<file path="src/hw/rtl/rhca_pkg.sv">
// Shared types and constants for the RGB/HSL conversion and adjustment unit.
// Holds the beat structs for both channels and the front-to-back work item.
// Depends on nothing; every other file imports it.
`timescale 1ns / 1ps

package rhca_pkg;

	localparam int CHANNEL_BITS = 16;
	localparam int DIV_STEPS = CHANNEL_BITS + 1;
	localparam int DEN_W = CHANNEL_BITS + 3;
	localparam int NUM_W = 2 * CHANNEL_BITS + 3;
	localparam int QUEUE_DEPTH = 4;

	typedef logic [CHANNEL_BITS-1:0] chan_t;

	localparam chan_t CH_FULL = '1;

	typedef enum logic [1:0] {
		OP_TO_HSL  = 2'd0,
		OP_TO_RGB  = 2'd1,
		OP_DARKEN  = 2'd2,
		OP_LIGHTEN = 2'd3
	} op_code_t;

	typedef struct packed {
		op_code_t operation;
		chan_t    red_or_hue;
		chan_t    green_or_sat;
		chan_t    blue_or_light;
		chan_t    alpha_in;
		chan_t    adjust_amount;
	} pixel_t;

	typedef struct packed {
		chan_t out_red_or_hue;
		chan_t out_green_or_sat;
		chan_t out_blue_or_light;
		chan_t alpha_out;
	} result_t;

	typedef struct packed {
		op_code_t               operation;
		chan_t                  chan_a;
		chan_t                  chan_b;
		chan_t                  chan_c;
		chan_t                  alpha;
		chan_t                  amount;
		logic                   grey;
		chan_t                  light;
		logic [NUM_W-1:0]       num_sat;
		logic [DEN_W-1:0]       den_sat;
		logic [NUM_W-1:0]       num_hue;
		logic [DEN_W-1:0]       den_hue;
	} work_t;

endpackage

</file>
<file path="src/hw/rtl/rhca_queue.sv">
// Short queue of work items between the front end and the back end.
// Depends on rhca_pkg for the item type and the depth.
`timescale 1ns / 1ps

module rhca_queue (
	input  logic            clk,
	input  logic            arst_n,
	input  rhca_pkg::work_t push_data,
	input  logic            push,
	output logic            full,
	output rhca_pkg::work_t head,
	input  logic            pop,
	output logic            empty
);
	import rhca_pkg::*;

	localparam int PTR_W = $clog2(QUEUE_DEPTH);

	work_t            mem_q [QUEUE_DEPTH];
	logic [PTR_W-1:0] wr_ptr_q, rd_ptr_q;
	logic [PTR_W:0]   count_q;
	logic             do_push, do_pop;

	assign full = (count_q == (PTR_W+1)'(QUEUE_DEPTH));
	assign empty = (count_q == '0);
	assign do_push = push & ~full;
	assign do_pop = pop & ~empty;
	assign head = mem_q[rd_ptr_q];

	always_ff @(posedge clk or negedge arst_n) begin
		if (!arst_n) begin
			wr_ptr_q <= '0;
			rd_ptr_q <= '0;
			count_q <= '0;
		end else begin
			if (do_push) wr_ptr_q <= wr_ptr_q + PTR_W'(1);
			if (do_pop) rd_ptr_q <= rd_ptr_q + PTR_W'(1);
			unique case ({do_push, do_pop})
				2'b10: count_q <= count_q + (PTR_W+1)'(1);
				2'b01: count_q <= count_q - (PTR_W+1)'(1);
				default: count_q <= count_q;
			endcase
		end
	end

	always_ff @(posedge clk) begin
		if (do_push) mem_q[wr_ptr_q] <= push_data;
	end

endmodule

</file>
<file path="config.mk">
export PLATFORM = sky130hd
export DESIGN_NAME = rhca_queue
export DESIGN_NICKNAME = d
export VERILOG_FILES = /design/src/hw/rtl/rhca_pkg.sv /design/src/hw/rtl/rhca_queue.sv
export SDC_FILE = /design/constraint.sdc
export NUM_CORES = 1
export LEC_CHECK = 0
export ABC_AREA = 1
export BUFFER_PORTS_ARGS = -buffer_cell sky130_fd_sc_hd__buf_2
export CAP_MARGIN = 20
export CORE_MARGIN = 2
export CORE_UTILIZATION = 50
export CTS_CLUSTER_DIAMETER = 150
export DETAILED_ROUTE_END_ITERATION = 10
export PLACE_DENSITY = 0.7
export SYNTH_ARGS = -nofsm -noshare
export SYNTH_HDL_FRONTEND = slang
export SYNTH_SLANG_ARGS = --single-unit
</file>
<file path="constraint.sdc">
create_clock -name clk -period 11.6 [get_ports clk]
set_input_delay 0.58 -clock clk [delete_from_list [all_inputs] [get_ports clk]]
set_output_delay 0.58 -clock clk [all_outputs]
set_load 0.01 [all_outputs]
</file>
* Word level (Yosys, flattened, before mapping)
Memories as Yosys holds them, arrays and structs flattened.
Index checks and enable logic that the tools add are counted.
** Storage, ports and cells
- Register bits after elaboration :: 7
- Bits in writable memories :: 828
- Bits of input ports :: 211
- Output and inout port bits :: 209
- Word-level logic and storage cells :: 20
- Memories :: 1
** Cells by class
- Add/sub/neg operators :: 4
- Eq/ne operators :: 3
- Mux-type cells :: 3
- Bitwise logic cells :: 4
- Reduce and logical (&&, ||, !) cells :: 2
** Memory list
- mem_q :: words 4, bits a word 207, read ports 1, clocked after Yosys merged registers in 0, wr ports 1, line rhca_queue.sv:19 : work_t mem_q [QUEUE_DEPTH];
** Operator list (count)
- one-hot mux 3 bit (2 select lines) :: 1
- adder 2 x 1 -> 2 bit (second input constant) :: 2
- adder 3 x 1 -> 3 bit (second input constant) :: 1
- equality test 3 bit (second input constant) :: 1
- zero test 3 bit :: 1
- subtractor 3 x 1 -> 3 bit (second input constant) :: 1
- AND 1 bit :: 2
- equality test 2 x 1 -> 1 bit (second input constant) :: 1
- equality test 2 bit (second input constant) :: 1
- 2-to-1 mux 1 bit :: 2
- NOT 1 bit :: 2
- nonzero test 2 bit :: 1

* Depth between registers and ports, before layout
Gate-level depths: netlist of the first run.
- Depth after elaboration :: 5
- Depth in mapped cells :: 12

* Worst setup path after synthesis of the first run
No wires, ideal clock.
- Path kind :: input -> register
- Start point :: input port push
- End point :: memory mem_q[0][0] in the netlist's numbering (enable)
- Library setup time :: 779 ps
- Data arrival time :: 9309 ps
- Data required time :: 10821 ps
- Path slack :: 1512 ps
- Stages :: 2
- Cell sequence :: nand2_1 > nor2_1
** On the way
- Cells in the longest elaborated chain, start to end :: 3
** Ends and longest elaborated chain
- from (decl) :: line rhca_queue.sv:9 : input logic push,
- AND 1 bit :: line rhca_queue.sv:26 : assign do_push = push & ~full;
- 2-to-1 mux 1 bit :: line rhca_queue.sv:47 : if (do_push) mem_q[wr_ptr_q] <= push_data;
- 2-to-1 mux 1 bit (implied by the code) :: line rhca_queue.sv:47
- to (decl) :: line rhca_queue.sv:19
Every way passes these cells.

==> impl_metrics.yaml, run 1 <==
outcome:
  status: "completed"
clock_network:
  cts_tree: "yes"
  cts_resized: 0
  ctsHtreeMaxLevel: 3
  cts_sinks: 835
  clock_latency_ns: 0.61
  cts.clk_slew.worst_paths_ns: 0.06
  cts_buffer_depth: 3
  cts_buffers: 84
  cts_hold_buf: 1
  root_buffer: "clkbuf_16"
  postCtsSetupRepairBufs: 0
yosys:
  seq_area_frac_synth: 0.748
  syn-num-nets: 2693
  synth_xor_area_frac: 0.000262
  syn_inst: 2476
  ys_warn_count: 0
  synthAdderAreaFrac: 0.00247
  synthMuxAreaShare: 0
  synth_top_family_by_area: "compound AO/OA/AOI/OAI gates"
  synth_compound_area_frac: 0.0930
  avgSynthCellArea_sq_um: 13.5
  syn-cell-area_sq_mm: 0.0335
  synth_cell_types: 17
  synth-simple-area-share: 0.0734
  synth_seq_cells: 835
timing:
  fin_skew_ns: 0.0246
  fmax_ghz: 0.213
  fin_crit_ns: 4.68
  whs_ns: 0.168
  fin_tns_setup_ns: 0
  worst_slew_pin_slew_ns: 1.31
  slew_headroom: 0.125
  slew_viol_final: 0
  setup_violations: 0
  hold_viol_final: 0
  rsz0062_at_grt: "false"
  period_share: 0.404
power_and_ir_drop:
  comb_power_share: 0.320
  max-vdd-ir-drop_uv: 272
  power.internal_mw: 6.60
  clkPwrFrac: 0.273
  p_switching_mw: 3.47
  switching_share: 0.344
  cellLeakagePower_nw: 15.5
  seq_power_share: 0.407
  pwr_density_cell_mw_per_mm2: 260
  finalPower_mw: 10.1
placement:
  globalplace.congestion: 0.769
  place.detailed.hpwl_mm: 39.5
  placed_area_sq_mm: 0.0357
  io_buffers: 419
hold_path:
  hold_depth: 1
  holdPathEnd: "mem_q[1][53]$_DFFE_PP_"
  holdCritStartpoint: "push_data[53]"
  hold_path_class: "in -> reg"
grt:
  grt_use_total: 0.201
  antenna_found_initial: 29
  grt.overflow.total: 0
  grt_max_degree: 269
  grt_pass1_vias: 20100
  grt_pass1_wl_mm: 108
critical_path:
  crit_fanout: 263
  crit_path_frequent_cell: "nand2_1"
  arrival_ns: 4.10
  reg2reg_depth: 6
  start_kind: "flip-flop"
  path_cells: "inv_8, buf_12, buf_4, buf_16, nand2_1, o211ai_1, nand2_1, buf_2"
  r2r-start: "count_q[0]$_DFFE_PN0P_"
  end_kind: "output pin"
  crit_slowest_cell: "buf_12"
  path_class: "reg -> out"
  cp_data_required_time_ns: 11.02
  rrSetupSlack_ns: 8.21
  r2r-end: "mem_q[3][141]$_DFFE_PP_"
  max_stage_delay_ns: 0.70
route:
  vias: 19800
  vias_per_cell: 5.18
  post_drt_wl_per_cell_microns: 18.1
  drtPass1Iterations: 7
  drcViolationCount: 0
  drtAntennaViolNets: 0
  wl_mm: 69.3
  drt_iter0_drc: 1457
die:
  die_y_microns: 263
  die_area_sq_mm: 0.0690
  std_cell_rows: 94
  top_level_ports: 420
  start_util: 0.507
  core_area_sq_mm: 0.0660
  die_width_microns: 263
layout:
  drive_gt1_frac: 0.195
  num-fill-cells: 5106
  multi_input_area_sq_mm: 0.00569
  layout_common_cells: "828 x edfxtp_1, 639 x nand2_1, 429 x inv_1"
  final_net_count: 3079
  mostFrequentLayoutCell: "edfxtp_1"
  area.sequential_sq_mm: 0.0250
  area_delta_synth_final_pct: 15.6
  stdcell_area_sq_mm: 0.0387
flow_run:
  max_cap_violations: 0
==> cell usage after synthesis, drive strengths merged <==
cell / instances / area share
buf: 108 / 0.031
clkbuf: 29 / 0.0033
dfrtp: 7 / 0.0052
edfxtp: 828 / 0.74
fa: 1 / 0.00060
ha: 5 / 0.0019
inv: 431 / 0.048
nand2: 639 / 0.072
nand3: 7 / 0.0010
nand4: 1 / 0.00019
nor2: 4 / 0.00045
o211ai: 414 / 0.093
o21ai: 1 / 0.00015
xnor2: 1 / 0.00026
==> state kept, by name (all words and copies together) (netlist names) <==
signal,count
wr_ptr_q,2
count_q,3
mem_q,828
rd_ptr_q,2
==> per-layer routing <==
metal / track usage / routed length, microns / up-vias
met5: 0 / 164 / -
met4: 0.0694 / 1630 / 24
met3: 0.0652 / 6040 / 131
met2: 0.355 / 34800 / 540
met1: 0.229 / 26600 / 9587
li1: - / - / 9477
==> worst max-delay path, delay by kind of cell (launching register included) <==
kind / cells / cell delay (ns)
flip-flops: 1 / 0.46
buffers and inverters: 5 / 2.24
AO/OA/AOI/OAI: 1 / 0.12
AND/OR/NAND/NOR: 2 / 0.21
==> layout make-up <==
| class | instances | share of cell area |
|---|---|---|
| Antenna cell | 22 | 0.00142 |
| Clock buffer | 104 | 0.0574 |
| Clock inverter | 52 | 0.0161 |
| Inverter | 431 | 0.0422 |
| Multi-Input combinational cell | 1073 | 0.147 |
| Sequential cell | 835 | 0.648 |
| Tap cell | 864 | 0.0280 |
| Timing Repair Buffer | 437 | 0.0602 |
==> worst max-delay path by stage <==
stage,start,endpoint
2_1_floorplan,push,mem_q[0][0]$_DFFE_PP_
3_5_place_dp,rd_ptr_q[0]$_DFFE_PN0P_,head[183]
3_3_place_gp,rd_ptr_q[0]$_DFFE_PN0P_,head[190]
4_1_cts,rd_ptr_q[0]$_DFFE_PN0P_,head[183]
5_1_grt,rd_ptr_q[0]$_DFFE_PN0P_,head[182]
6_report,rd_ptr_q[0]$_DFFE_PN0P_,head[183]
==> power groups by stage <==
stage	logic (mW)	clock network, mW	registers, mW
6_report	3.22	2.74	4.10
2_1_floorplan	2.24	0	4.33
4_1_cts	3.27	2.80	4.10
3_3_place_gp	3.18	0	4.13
5_1_grt	3.58	2.91	4.14
3_5_place_dp	3.25	0	4.16
==> kinds of logic (layout without fill, tap and decap cells) <==
family                     after synthesis  after routing
xor gates and xnor gates                 1              1
and+or+nand+nor                        651            651
other                                    0             22
DFF                                    835            835
AOI/OAI and AO/OA                      415            415
buffers and inverters                  568           1024
adders and majority gates                6              6
==> metrics by stage <==
| stage | cells | utilization | setup WS, ns |
|---|---|---|---|
| final | 3818 | 0.586 | 6.92 |
| after global routing | 3805 | 0.586 | 6.72 |
| after CTS | 3795 | 0.585 | 6.72 |
| after detailed placement | 3638 | 0.542 | 7.40 |
| after global placement | 3638 | 0.542 | 7.62 |
| after floorplan | 2476 | - | 1.51 |
(Power assumes the default switching activity.)
==> run 2: changes to the inputs <==
Clock period 11.6 ns to 4.9 ns, I/O delays scaled along.
==> run 2 against run 1 <==
Compared with the run above:
- final area increased by 5.4%
- critical path depth decreased by 3
- total power increased by 140%
- sequential share of layout area decreased by 3.3 points
- flip-flop and latch count unchanged
==> impl_metrics.yaml, run 2 (synthesis results as in run 1) <==
route:
  vias: 20700
  drtPass1Iterations: 5
  drt_iter0_drc: 1442
  drcViolationCount: 0
  wl_mm: 71.7
  drtAntennaViolNets: 0
  vias_per_cell: 5.15
  post_drt_wl_per_cell_microns: 17.8
layout:
  final_util: 0.618
  area_delta_synth_final_pct: 21.8
  area.sequential_sq_mm: 0.0250
  final_net_count: 3305
  top_register: "mem_q"
  mostFrequentLayoutCell: "edfxtp_1"
  top_regs: "mem_q x828, count_q x3"
  largest_reg_flops: 828
  layout_common_cells: "828 x edfxtp_1, 639 x nand2_1, 429 x inv_1"
  num-fill-cells: 4829
  multi_input_area_sq_mm: 0.00569
  drive_gt1_frac: 0.182
clock_network:
  cts_tree: "yes"
  root_buffer: "clkbuf_16"
  cts_buffer_depth: 3
  ctsHtreeMaxLevel: 3
  cts.clk_slew.worst_paths_ns: 0.06
  cts_buffers: 83
  cts_sinks: 835
  clock_latency_ns: 0.62
  postCtsSetupRepairBufs: 0
timing:
  fin_crit_ns: 3.19
  slew_headroom: 0.313
  setup_violations: 0
  hold_viol_final: 0
  period_share: 0.651
  timing.final.ws_setup_ns: 1.71
  worst_slew_pin_slew_ns: 1.03
  fin_skew_ns: 0.0262
  fmax_ghz: 0.313
  slew_viol_final: 0
  rsz0062_at_grt: "false"
power_and_ir_drop:
  pwr_density_cell_mw_per_mm2: 582
  finalPower_mw: 23.7
  max-vdd-ir-drop_uv: 382
  cellLeakagePower_nw: 16.4
grt:
  grt_pass1_wl_mm: 112
  grt_max_degree: 178
  grt.overflow.total: 0
  antenna_found_initial: 9
  grt_pass1_vias: 20700
  grt_use_total: 0.206
placement:
  place.detailed.hpwl_mm: 41.0
  preCtsSetupSlack_ns: 2.23
  globalplace.congestion: 0.778
  io_buffers: 419
die:
  start_util: 0.507
  die_y_microns: 263
  die_width_microns: 263
  std_cell_rows: 94
  top_level_ports: 420
  die_area_sq_mm: 0.0690
  core_area_sq_mm: 0.0660
critical_path:
  end_kind: "output pin"
  arrival_ns: 2.95
  start_kind: "flip-flop"
  cp_data_required_time_ns: 4.66
  crit_fanout: 86
  path_class: "reg -> out"
flow_run:
  max_cap_violations: 0
outcome:
  status: "completed"
hold_path:
  hold_path_class: "in -> async"
run 2: changes by cell type in the layout (fill, tap and decap cells not counted), sizes merged, moves of 4 or more:
cell         previous run  this run
bufinv                 12         8
diode                  22         6
dlygate4sd3             1       210
clkinv                 34        38
buf                   436       454
clkbuf                104        99
run 2: worst max-delay path, stage by stage, from the launching register on:
cell      delay [ns]
dfrtp_4         0.65
inv_6           0.60
buf_4           0.47
o211ai_1        0.19
nand2_1         0.11
buf_2           0.14
run 2: area by class of cell:
class / count / share of cell area
antenna: 6 / 0.000368
clock buffer: 99 / 0.0540
clock inverter: 49 / 0.0113
inverter: 431 / 0.0400
multi-input combinational: 1073 / 0.140
sequential: 835 / 0.614
tap: 864 / 0.0265
timing repair buffer: 664 / 0.114
run 2: worst paths after layout:
kind	slack (ns)	startpoint	end	cells past startpoint
worst max-delay path	1.71	rd_ptr_q[1]$_DFFE_PN0P_	head[8]	5
worst min-delay path	0.06	arst_n	wr_ptr_q[1]$_DFFE_PN0P_	2
worst max register to register	2.34	count_q[0]$_DFFE_PN0P_	mem_q[2][27]$_DFFE_PP_	5
worst min register to register	0.48	count_q[0]$_DFFE_PN0P_	count_q[0]$_DFFE_PN0P_	1
max in group asynchronous	4.66	arst_n	rd_ptr_q[1]$_DFFE_PN0P_	2
min in group clk	0.38	push_data[6]	mem_q[2][6]$_DFFE_PP_	2
run 2: metrics by stage:
| step | hold slack [ns] | instances | TNS (ns) | area (sq um) |
|---|---|---|---|---|
| 5_1_grt | 0.0601 | 4020 | 0 | 40800 |
| 3_3_place_gp | 0.0890 | 3656 | 0 | 36000 |
| 6_report | 0.0585 | 4021 | 0 | 40800 |
| 2_1_floorplan | -0.0506 | 2476 | -1408.53 | 33500 |
| 3_5_place_dp | 0.0938 | 3656 | 0 | 36000 |
| 4_1_cts | 0.0141 | 4014 | 0 | 40700 |
run 2: what timing repair did:
action,CTS,global route
hold endpoints to repair,839,0
hold buffers,210,0
resized for setup,0,0
endpoints found under the setup margin,0,0
run 2: power by group:
group / internal [mW] / switching (mW) / total [mW] / leakage (nW)
Clock: 3.62 / 2.54 / 6.16 / 1.30
Sequential: 9.38 / 0.336 / 9.72 / 7.67
Combinational: 2.53 / 5.33 / 7.86 / 7.42
Total: 15.5 / 8.20 / 23.7 / 16.4
run 2: routing by layer:
layer,track usage,part of all wire,vias up
li1,-,-,9905
met1,0.252,0.40,10000
met2,0.361,0.50,644
met3,0.0527,0.078,111
met4,0.0612,0.019,6
met5,0,0.00057,-
