==> src/hw/rtl/rhca_pkg.sv <==
// Shared types and constants for the RGB/HSL conversion and adjustment unit.
// Holds the beat structs for both channels and the front-to-back work item.
// Depends on nothing; every other file imports it.
`timescale 1ns / 1ps

package rhca_pkg;

	localparam int CHANNEL_BITS = 16;
	localparam int DIV_STEPS = CHANNEL_BITS + 1;
	localparam int DEN_W = CHANNEL_BITS + 3;
	localparam int NUM_W = 2 * CHANNEL_BITS + 3;
	localparam int QUEUE_DEPTH = 4;

	typedef logic [CHANNEL_BITS-1:0] chan_t;

	localparam chan_t CH_FULL = '1;

	typedef enum logic [1:0] {
		OP_TO_HSL  = 2'd0,
		OP_TO_RGB  = 2'd1,
		OP_DARKEN  = 2'd2,
		OP_LIGHTEN = 2'd3
	} op_code_t;

	typedef struct packed {
		op_code_t operation;
		chan_t    red_or_hue;
		chan_t    green_or_sat;
		chan_t    blue_or_light;
		chan_t    alpha_in;
		chan_t    adjust_amount;
	} pixel_t;

	typedef struct packed {
		chan_t out_red_or_hue;
		chan_t out_green_or_sat;
		chan_t out_blue_or_light;
		chan_t alpha_out;
	} result_t;

	typedef struct packed {
		op_code_t               operation;
		chan_t                  chan_a;
		chan_t                  chan_b;
		chan_t                  chan_c;
		chan_t                  alpha;
		chan_t                  amount;
		logic                   grey;
		chan_t                  light;
		logic [NUM_W-1:0]       num_sat;
		logic [DEN_W-1:0]       den_sat;
		logic [NUM_W-1:0]       num_hue;
		logic [DEN_W-1:0]       den_hue;
	} work_t;

endpackage

==> src/hw/rtl/rhca_front.sv <==
// Front end: takes pixel beats, finds maximum, minimum and lightness, and
// prepares the dividends and divisors for saturation and hue.
// Depends on rhca_pkg.
`timescale 1ns / 1ps

module rhca_front (
	input  logic            clk,
	input  logic            arst_n,
	input  rhca_pkg::pixel_t pixel,
	input  logic            pixel_valid,
	output logic            pixel_stall,
	output rhca_pkg::work_t work,
	output logic            work_valid,
	input  logic            work_full
);
	import rhca_pkg::*;

	localparam int B = CHANNEL_BITS;

	chan_t          r, g, b, mx, mn, d;
	logic [B:0]     sum, den;
	logic [B+1:0]   sum_rnd;
	logic [B+2:0]   hue_num;
	logic [DEN_W-1:0] d6;
	work_t          nxt;
	logic           valid_s1;
	work_t          work_s1;

	always_comb begin
		r = pixel.red_or_hue;
		g = pixel.green_or_sat;
		b = pixel.blue_or_light;
		mx = r;
		if (g > mx) mx = g;
		if (b > mx) mx = b;
		mn = r;
		if (g < mn) mn = g;
		if (b < mn) mn = b;
		sum = {1'b0, mx} + {1'b0, mn};
		sum_rnd = {1'b0, sum} + (B+2)'(1);
		d = mx - mn;
		if (sum > {1'b0, CH_FULL}) begin
			den = {CH_FULL, 1'b0} - sum;
		end else begin
			den = sum;
		end
		d6 = DEN_W'({d, 2'b00}) + DEN_W'({d, 1'b0});
		priority if (mx == r) begin
			if (g >= b) begin
				hue_num = (B+3)'(g) - (B+3)'(b);
			end else begin
				hue_num = d6 - (B+3)'(b) + (B+3)'(g);
			end
		end else if (mx == g) begin
			hue_num = (B+3)'({d, 1'b0}) + (B+3)'(b) - (B+3)'(r);
		end else begin
			hue_num = (B+3)'({d, 2'b00}) + (B+3)'(r) - (B+3)'(g);
		end
		nxt.operation = pixel.operation;
		nxt.chan_a = r;
		nxt.chan_b = g;
		nxt.chan_c = b;
		nxt.alpha = pixel.alpha_in;
		nxt.amount = pixel.adjust_amount;
		nxt.grey = (mx == mn);
		nxt.light = sum_rnd[B:1];
		nxt.num_sat = NUM_W'({d, {B{1'b0}}}) - NUM_W'(d) + NUM_W'(den >> 1);
		nxt.den_sat = DEN_W'(den);
		nxt.num_hue = {hue_num, {B{1'b0}}} + NUM_W'({d, 1'b0}) + NUM_W'(d);
		nxt.den_hue = d6;
	end

	assign pixel_stall = valid_s1 & work_full;
	assign work_valid = valid_s1;
	assign work = work_s1;

	always_ff @(posedge clk or negedge arst_n) begin
		if (!arst_n) begin
			valid_s1 <= 1'b0;
		end else if (!pixel_stall) begin
			valid_s1 <= pixel_valid;
		end
	end

	always_ff @(posedge clk) begin
		if (!pixel_stall && pixel_valid) begin
			work_s1 <= nxt;
		end
	end

endmodule

==> config.mk <==
export PLATFORM = sky130hd
export DESIGN_NAME = rhca_front
export DESIGN_NICKNAME = d
export VERILOG_FILES = /design/src/hw/rtl/rhca_pkg.sv /design/src/hw/rtl/rhca_front.sv
export SDC_FILE = /design/constraint.sdc
export NUM_CORES = 1
export LEC_CHECK = 0
export BUFFER_PORTS_ARGS = -buffer_cell sky130_fd_sc_hd__buf_2
export CORE_MARGIN = 2
export CORE_UTILIZATION = 60
export DETAILED_ROUTE_END_ITERATION = 10
export HOLD_SLACK_MARGIN = 0.12
export PLACE_DENSITY = 0.91
export RECOVER_POWER = 100
export SETUP_SLACK_MARGIN = 0.02
export SLEW_MARGIN = 20
export SYNTH_ARGS = -nofsm -noshare
export SYNTH_HDL_FRONTEND = slang
export SYNTH_SLANG_ARGS = --single-unit
==> constraint.sdc <==
create_clock -name clk -period 20.2 [get_ports clk]
set_input_delay 1.01 -clock clk [delete_from_list [all_inputs] [get_ports clk]]
set_output_delay 1.01 -clock clk [all_outputs]
set_load 0.05 [all_outputs]
After elaboration in Yosys (flattened, before gate mapping). Cells that the tools add are included. W data, S select, Z words.

Register bits: 206. Input port bits: 86. Output and inout bits: 209. Word-level logic and storage cells: 49.

Add/sub/neg operators: 16. $lt $le $gt $ge: 6. Eq/ne operators: 3. Muxes and demuxes: 8. Bitwise gates (word level): 1. Reduce and logical (&&, ||, !) cells: 2.

Operators by type and width (count): $mux W16 (4); $mux W19 (3); $eq A16 B16 Y1 (3); $sub A19 B16 Y19 (2); $add A35 B16 Y35 (1); $add A35 B17 Y35 (1); $add A33 B17 Y34 (1); $sub A32 B16 Y33 (1); $gt A16 B16 Y1 (2); $lt A16 B16 Y1 (2); $add A18 B16 Y19 (1); $add A18 B17 Y19 (1); $add A19 B16 Y19 (1); $sub A18 B16 Y19 (1); $add A17 B16 Y18 (1); $add A16 B16 Y17 (1); $add A17 B1 Y17 const B (1); $gt A17 B16 Y1 const B (1); $mux W17 (1); $sub A16 B16 Y17 (1); $sub A17 B17 Y17 const A (1); $ge A16 B16 Y1 (1); $sub A16 B16 Y16 (1); $and A1 B1 Y1 (1); 2 further kinds (2).

Longest topological paths before layout. Gate-level depths: netlist (run 1).

Depth after elaboration: 12. Depth in mapped cells: 57. Gate-level depth less buffers: 53.

Worst setup path after synthesis (run 1). Ideal clock, no wire load.

Path type: input-to-reg. Start: input pixel[62] (netlist bit). End: register work_s1, in the netlist work[101], data pin. Library setup time: 262 ps. Data arrival time: 11187 ps. Required time: 19938 ps. Setup slack: 8751 ps. Stages: 56. Path buffers: 3. Cell sequence: inv_1 ha_1 nand4_2 nor4_2 a21bo_2 o2111ai_4 clkbuf_1 nand2_1 o21ai_0 inv_1 ha_1 o21a_1 o21a_1 o21a_1 o21a_1 o211ai_1 a21oi_1 o31a_1 [... 20 more ...] o21ai_0 ha_1 inv_1 fa_1 nor2b_1 o21ai_0 a21boi_0 o21a_1 o21ai_0 a21o_1 nand3_1 o211ai_1 o211ai_1 a31oi_1 nand3b_1 or2_1 nor2_1 xnor2_1.

RTL lines: start: declaration (RTL line rhca_front.sv:9) `input rhca_pkg::pixel_t pixel,`; end signal: assignment (RTL line rhca_front.sv:87) `work_s1 <= nxt;`; end: declaration (RTL line rhca_front.sv:27) `work_t work_s1;`.

==> results.ini, run 1 <==
[setup_path]
path_class=in2reg
cp_max_fo=36
critPathRequiredTime_ns=20.42
cp_slowest_stage_delay_ns=2.22
regToRegSetupSlack_ns=11.79
end_kind=flop
rr_endpoint=work[51]
rr_worst_depth=3
arrival_ns=16.04
slowest_stage=nor2_1
crit_buf_inv=5
cp-start-kind=primary input
rr_startpoint=work_valid
critPathTopFamily=simple AND/OR/NAND/NOR gates
crit_end=work[103]
worstSetupStartpoint=pixel[49]
crit_cells=53

[grt]
antenna_found_initial=2
grt_first_pass_wirelength_mm=86.1
grt_pass1_vias=15437
grtUsageTotal_pct=36.6
grt_overflow=0
grt_max_degree=187

[run_status]
failed_checks=max-capacitance violations, max-slew violations
outcome=finished with violations

[timing]
final.setup.tns_ns=0
period_share_pct=78.3
setup_viol=0
worst_slew_pin_slew_ns=9.90
rsz0062_at_grt=no
final_hold_viol_count=0
max_freq_mhz=63.2
period_minus_slack_ns=15.82
slew_headroom_pct=-560
clock_skew_ns=0.0206
slew_viol_final=218

[routing]
dr.pass1.iters=6
remaining_drc_errors=0
totalWireLength_mm=57.4
routedWlPerCell_microns=22.7
drt_iter0_drc=1743
vias_per_cell=6.23
vias=15736
detail-route-antenna-nets=0

[logic_synthesis]
ys_ff_latch=187
postSynthAreaPerCell_sq_um=9.62
ys_types=83
synth_fa_ha_area_share_pct=20.5
synth_compound_area_share_pct=15.0
ys_async_sr_fraction_pct=0.535
ys_seq_area_share_pct=31.3
muxShareOfSynthArea_pct=2.91
synth_ff_type=edfxtp_1
synthXorXnorAreaFrac_pct=11.4
synth-edff-count=186
synth_top_family_by_area=adder cells
syn_area_sq_um=17900
synthCells=1866
yosysWarnings=0
synthSimpleGateAreaFrac_pct=13.5

[clocking]
ctsResizeCount=0
cts_tree=yes
clock-sinks=187
holdBufCountCts=0
clock_latency_ns=0.49
clk_pin_slew_worst_paths_ns=0.08
cts_buffer_depth=2
cts-buffers-inserted=17
cts_root_buf=clkbuf_16
post_cts_buffers=0
cts_max_level=4

[placed_design]
hpwl_mm=45.1
globalplace.congestion=1.02
port_buffers=291

[run]
maxCapViolCount=2

[floorplan]
start_util_pct=60.7
core_sq_um=29600
io_pins=295
die_h_microns=177
dieWidth_microns=177
rows=63
die-area_sq_um=31300

[cells_and_area]
n_antenna_cell=0
final_common_cell=clkbuf_1
multi_input_area_sq_um=11400
drive_gt1_share_pct=4.73
fin_nets=2472
fill_cells=2482
ff_latch_area_sq_um=5610
area_growth_pct=10.8
final_cell_mix=clkbuf_1 (257), ha_1 (211), edfxtp_1 (186)

[min_path]
hold_path.class=in2async

-- flip-flops by register name, summed over array words and instances, names as in the netlist --
register / cells
work_valid: 1
work: 186
-- stage by stage --
stage	instance area (sq um)	hold slack [ns]	setup WS (ns)	utilization (%)	std cells
2_1_floorplan	18000	0.714	8.75	-	1869
3_3_place_gp	19700	0.667	6.74	66.5	2494
3_5_place_dp	19700	0.698	6.25	66.5	2494
4_1_cts	20300	0.286	6.50	68.6	2526
5_1_grt	19900	0.286	3.38	67.3	2526
6_report	19900	0.301	4.38	67.3	2526
-- cells in the mapped netlist, types with 5 or more instances --
| master | instances | area, sq um |
|---|---|---|
| a211o_1 | 5 | 43.8 |
| a211oi_1 | 18 | 135 |
| a21boi_0 | 9 | 67.6 |
| a21o_1 | 36 | 270 |
| a21oi_1 | 131 | 656 |
| a31oi_1 | 15 | 93.8 |
| and2_1 | 12 | 75.1 |
| and3_1 | 28 | 175 |
| buf_1 | 8 | 30.0 |
| buf_2 | 6 | 30.0 |
| buf_4 | 21 | 158 |
| clkbuf_1 | 29 | 109 |
| edfxtp_1 | 186 | 5590 |
| fa_1 | 52 | 1040 |
| ha_1 | 211 | 2640 |
| inv_1 | 161 | 604 |
| mux2i_1 | 50 | 500 |
| nand2_1 | 107 | 402 |
| nand2b_1 | 23 | 144 |
| nand3_1 | 47 | 235 |
| nand3b_1 | 5 | 37.5 |
| nand4_1 | 17 | 106 |
| nor2_1 | 143 | 537 |
| nor2b_1 | 14 | 87.6 |
| nor3_1 | 36 | 180 |
| nor4_1 | 11 | 68.8 |
| o211ai_1 | 10 | 75.1 |
| o21a_1 | 21 | 158 |
| o21ai_0 | 77 | 385 |
| o21bai_1 | 16 | 120 |
| o221ai_1 | 18 | 158 |
| o31a_1 | 5 | 43.8 |
| o31ai_1 | 7 | 52.6 |
| or2_2 | 5 | 31.3 |
| or3_1 | 12 | 75.1 |
| xnor2_1 | 143 | 1250 |
| xor2_1 | 89 | 780 |
-- layout make-up --
type	instances	area share (%)
Clock buffer	18	2.16
Clock inverter	14	0.887
Inverter	165	3.11
Multi-Input combinational cell	1452	57.1
Sequential cell	187	28.2
Tap cell	390	2.45
Timing Repair Buffer	300	6.04
-- worst reg2reg max path, delay by kind of cell (launching register included) --
| kind | cells | cell delay [ns] |
|---|---|---|
| buffers and inverters | 1 | 6.81 |
| DFF | 1 | 0.38 |
| and+or+nand+nor | 2 | 0.34 |
-- cell families after synthesis --
group / Yosys count
AO/OA/AOI/OAI: 413
buffers and inverters: 230
XOR/XNOR: 233
other: 1
AND/OR/NAND/NOR: 487
flip-flops: 187
adder cells (fa/ha/maj): 263
multiplexers: 52
-- routing by layer --
layer  wire [microns]  GRT usage, %
met5               16             0
met4             3170          20.5
met3             4870          7.30
met2            26900          60.4
met1            22400          44.8
-- how the worst min path moves through the flow --
stage / startpoint / endpoint / slack (ns) / cells after the start
floorplan: arst_n / work_valid / 0.71 / 0
global placement: work_valid / work_valid / 0.67 / 2
detailed placement: work_valid / work_valid / 0.70 / 2
CTS: arst_n / work_valid / 0.29 / 1
global route: arst_n / work_valid / 0.29 / 1
finish: arst_n / work_valid / 0.30 / 1
Power of run 1 is not shown: default switching activity piles up to over one toggle a cycle in this logic, so the estimate is an artifact.
==> inputs of run 2 (changes only) <==
--- a/config.mk
+++ b/config.mk
@@ -7,10 +7,10 @@
 export LEC_CHECK = 0
 export BUFFER_PORTS_ARGS = -buffer_cell sky130_fd_sc_hd__buf_2
 export CORE_MARGIN = 2
-export CORE_UTILIZATION = 60
+export CORE_UTILIZATION = 53
 export DETAILED_ROUTE_END_ITERATION = 10
 export HOLD_SLACK_MARGIN = 0.12
-export PLACE_DENSITY = 0.91
+export PLACE_DENSITY = 0.86
 export RECOVER_POWER = 100
 export SETUP_SLACK_MARGIN = 0.02
 export SLEW_MARGIN = 20
==> constraint.sdc (replaced) <==
create_clock -name clk -period 13.19 [get_ports clk]
set_input_delay 0.6595 -clock clk [delete_from_list [all_inputs] [get_ports clk]]
set_output_delay 0.6595 -clock clk [all_outputs]
set_load 0.05 [all_outputs]
==> run 2 against run 1 <==
- the run still ends with max-capacitance violations, max-slew violations left
- die area grew 13%
- sequential share of layout area shrank 0.21 points
- design area grew 0.74%
- hold slack gained 0.060 ns
- final cell count grew 2.6%
- setup slack lost 3.4 ns
- routed wire length shrank 2.8%
- core utilization shrank 7.4 points
- non-clock buffer count grew 7
- sequential cell count is the same
- highest routed layer unchanged
- clock skew is essentially flat
==> results.ini, run 2 (synthesis results as in run 1) <==
[clocking]
clock_latency_ns=0.48  ; about the same
post_cts_buffers=0  ; unchanged
clock-sinks=187  ; unchanged
cts_buffer_depth=2  ; unchanged
clk_pin_slew_worst_paths_ns=0.07  ; about the same
cts_tree=yes
cts_max_level=4  ; unchanged
cts_root_buf=clkbuf_16
cts-buffers-inserted=17  ; unchanged

[cells_and_area]
drive_gt1_share_pct=6.02  ; +1.3 points
fill_cells=2931  ; +18%
n_antenna_cell=0  ; unchanged
final_cell_mix=clkbuf_1 (237), ha_1 (211), edfxtp_1 (186)
final_common_cell=clkbuf_1
largest_register_ffs=186  ; unchanged
ff_latch_area_sq_um=5610  ; unchanged
multi_input_area_sq_um=11400  ; +0.30%
fin_nets=2480  ; +0.32%
area_growth_pct=11.7
finish.utilization_pct=59.9  ; -7.4 points

[routing]
routedWlPerCell_microns=21.5  ; -5.3%
vias=15509  ; -1.4%
remaining_drc_errors=0  ; unchanged
totalWireLength_mm=55.7  ; -2.8%
detail-route-antenna-nets=0  ; unchanged
dr.pass1.iters=6  ; unchanged
vias_per_cell=5.98  ; -4.0%
drt_iter0_drc=1511  ; -13%

[placed_design]
hpwl_mm=44.7  ; -0.84%
port_buffers=291  ; unchanged
globalplace.congestion=1.02  ; +0.59%

[timing]
final.setup.tns_ns=0  ; unchanged
worst_slew_pin_slew_ns=9.73  ; -0.173 ns
final_hold_viol_count=0  ; unchanged
clock_skew_ns=0.0208  ; +0.000188 ns
slew_headroom_pct=-549  ; +12 points
rsz0062_at_grt=no
period_minus_slack_ns=12.20
setup_viol=0  ; unchanged
slew_viol_final=186  ; -15%
period_share_pct=92.5
max_freq_mhz=81.9

[run]
maxCapViolCount=1  ; -1

[grt]
grtUsageTotal_pct=31.2  ; -5.4 points
grt_pass1_vias=15286  ; -0.98%
grt_overflow=0  ; unchanged
antenna_found_initial=1  ; -1
grt_first_pass_wirelength_mm=84.6  ; -1.8%
grt_max_degree=186  ; -0.53%

[setup_path]
arrival_ns=12.41  ; -3.63 ns
cp-start-kind=primary input
critPathRequiredTime_ns=13.40  ; -7.02 ns
regToRegSetupSlack_ns=4.81  ; -6.98 ns
cp_max_fo=18  ; -50%
cp_slowest_stage_delay_ns=0.55  ; -1.67 ns
end_kind=flop
slowest_stage=a2111oi_0
path_class=in2reg

[floorplan]
die_h_microns=188  ; +6.3%
dieWidth_microns=188  ; +6.3%
die-area_sq_um=35300  ; +13%
start_util_pct=53.6  ; -7.1 points
core_sq_um=33400  ; +13%
io_pins=295  ; unchanged
rows=67  ; +6.3%

[run_status]
outcome=finished with violations
failed_checks=max-capacitance violations, max-slew violations

[min_path]
hold_path.class=in2reg

==> run 2: cell types whose count changed in the layout (fill, tap and decap cells not counted), moves of 2 or more <==
cell,previous run,this run
buf_2,36,57
clkbuf_1,257,237
buf_4,8,13
clkinv_8,4,1
clkinvlp_4,0,3
inv_8,3,1
or2_0,2,0
==> run 2: repair_timing <==
item	4_1_cts	5_1_grt
gates resized for setup	0	1
setup endpoints to repair	0	2
hold endpoints to repair	1	0
hold buffers	1	0
==> run 2: worst max-delay path: cells and delay by family <==
family                   cells  cell delay, ns
XOR/XNOR                     2            0.34
buffers and inverters        4            0.73
AO/OA/AOI/OAI               20            4.62
adder cells (fa/ha/maj)      6            1.91
multiplexers                 1            0.38
AND/OR/NAND/NOR             17            3.77
==> run 2: stage by stage <==
stage               worst slack, ns  area, sq um  cells  hold WS [ns]
detailed placement            0.556        19800   2558         0.435
global route                 0.0431        20000   2592         0.348
global placement               1.20        19800   2558         0.434
CTS                            1.04        20400   2591         0.346
finish                        0.987        20000   2592         0.361
floorplan                      2.09        18000   1869         0.364
==> run 2: final cells by class <==
| class | instances | area share [%] |
|---|---|---|
| flip-flops and latches | 187 | 28.0 |
| multi-input cells | 1453 | 56.9 |
| clock inverters | 14 | 0.699 |
| repair buffers | 307 | 6.38 |
| clock buffers | 18 | 2.14 |
| well taps | 448 | 2.80 |
| inverters | 165 | 3.09 |
==> run 2: metal layers <==
layer,up-vias,share of wire (%),global-route usage [%]
met5,-,0.034,0
met4,2,5.6,17.6
met3,160,7.1,5.48
met2,768,47,52.0
met1,7406,40,38.3
li1,7173,-,-
==> run 2: path summary, 6_finish.rpt <==
path                             from         end  depth (start not counted)
setup / recovery            pixel[78]   work[101]                         50
hold / removal               pixel[2]   work[127]                          1
setup reg to reg           work_valid    work[31]                          3
hold reg to reg            work_valid  work_valid                          2
max in group asynchronous      arst_n  work_valid                          2
min in group asynchronous      arst_n  work_valid                          2
Power of run 2 is left out for the same reason.
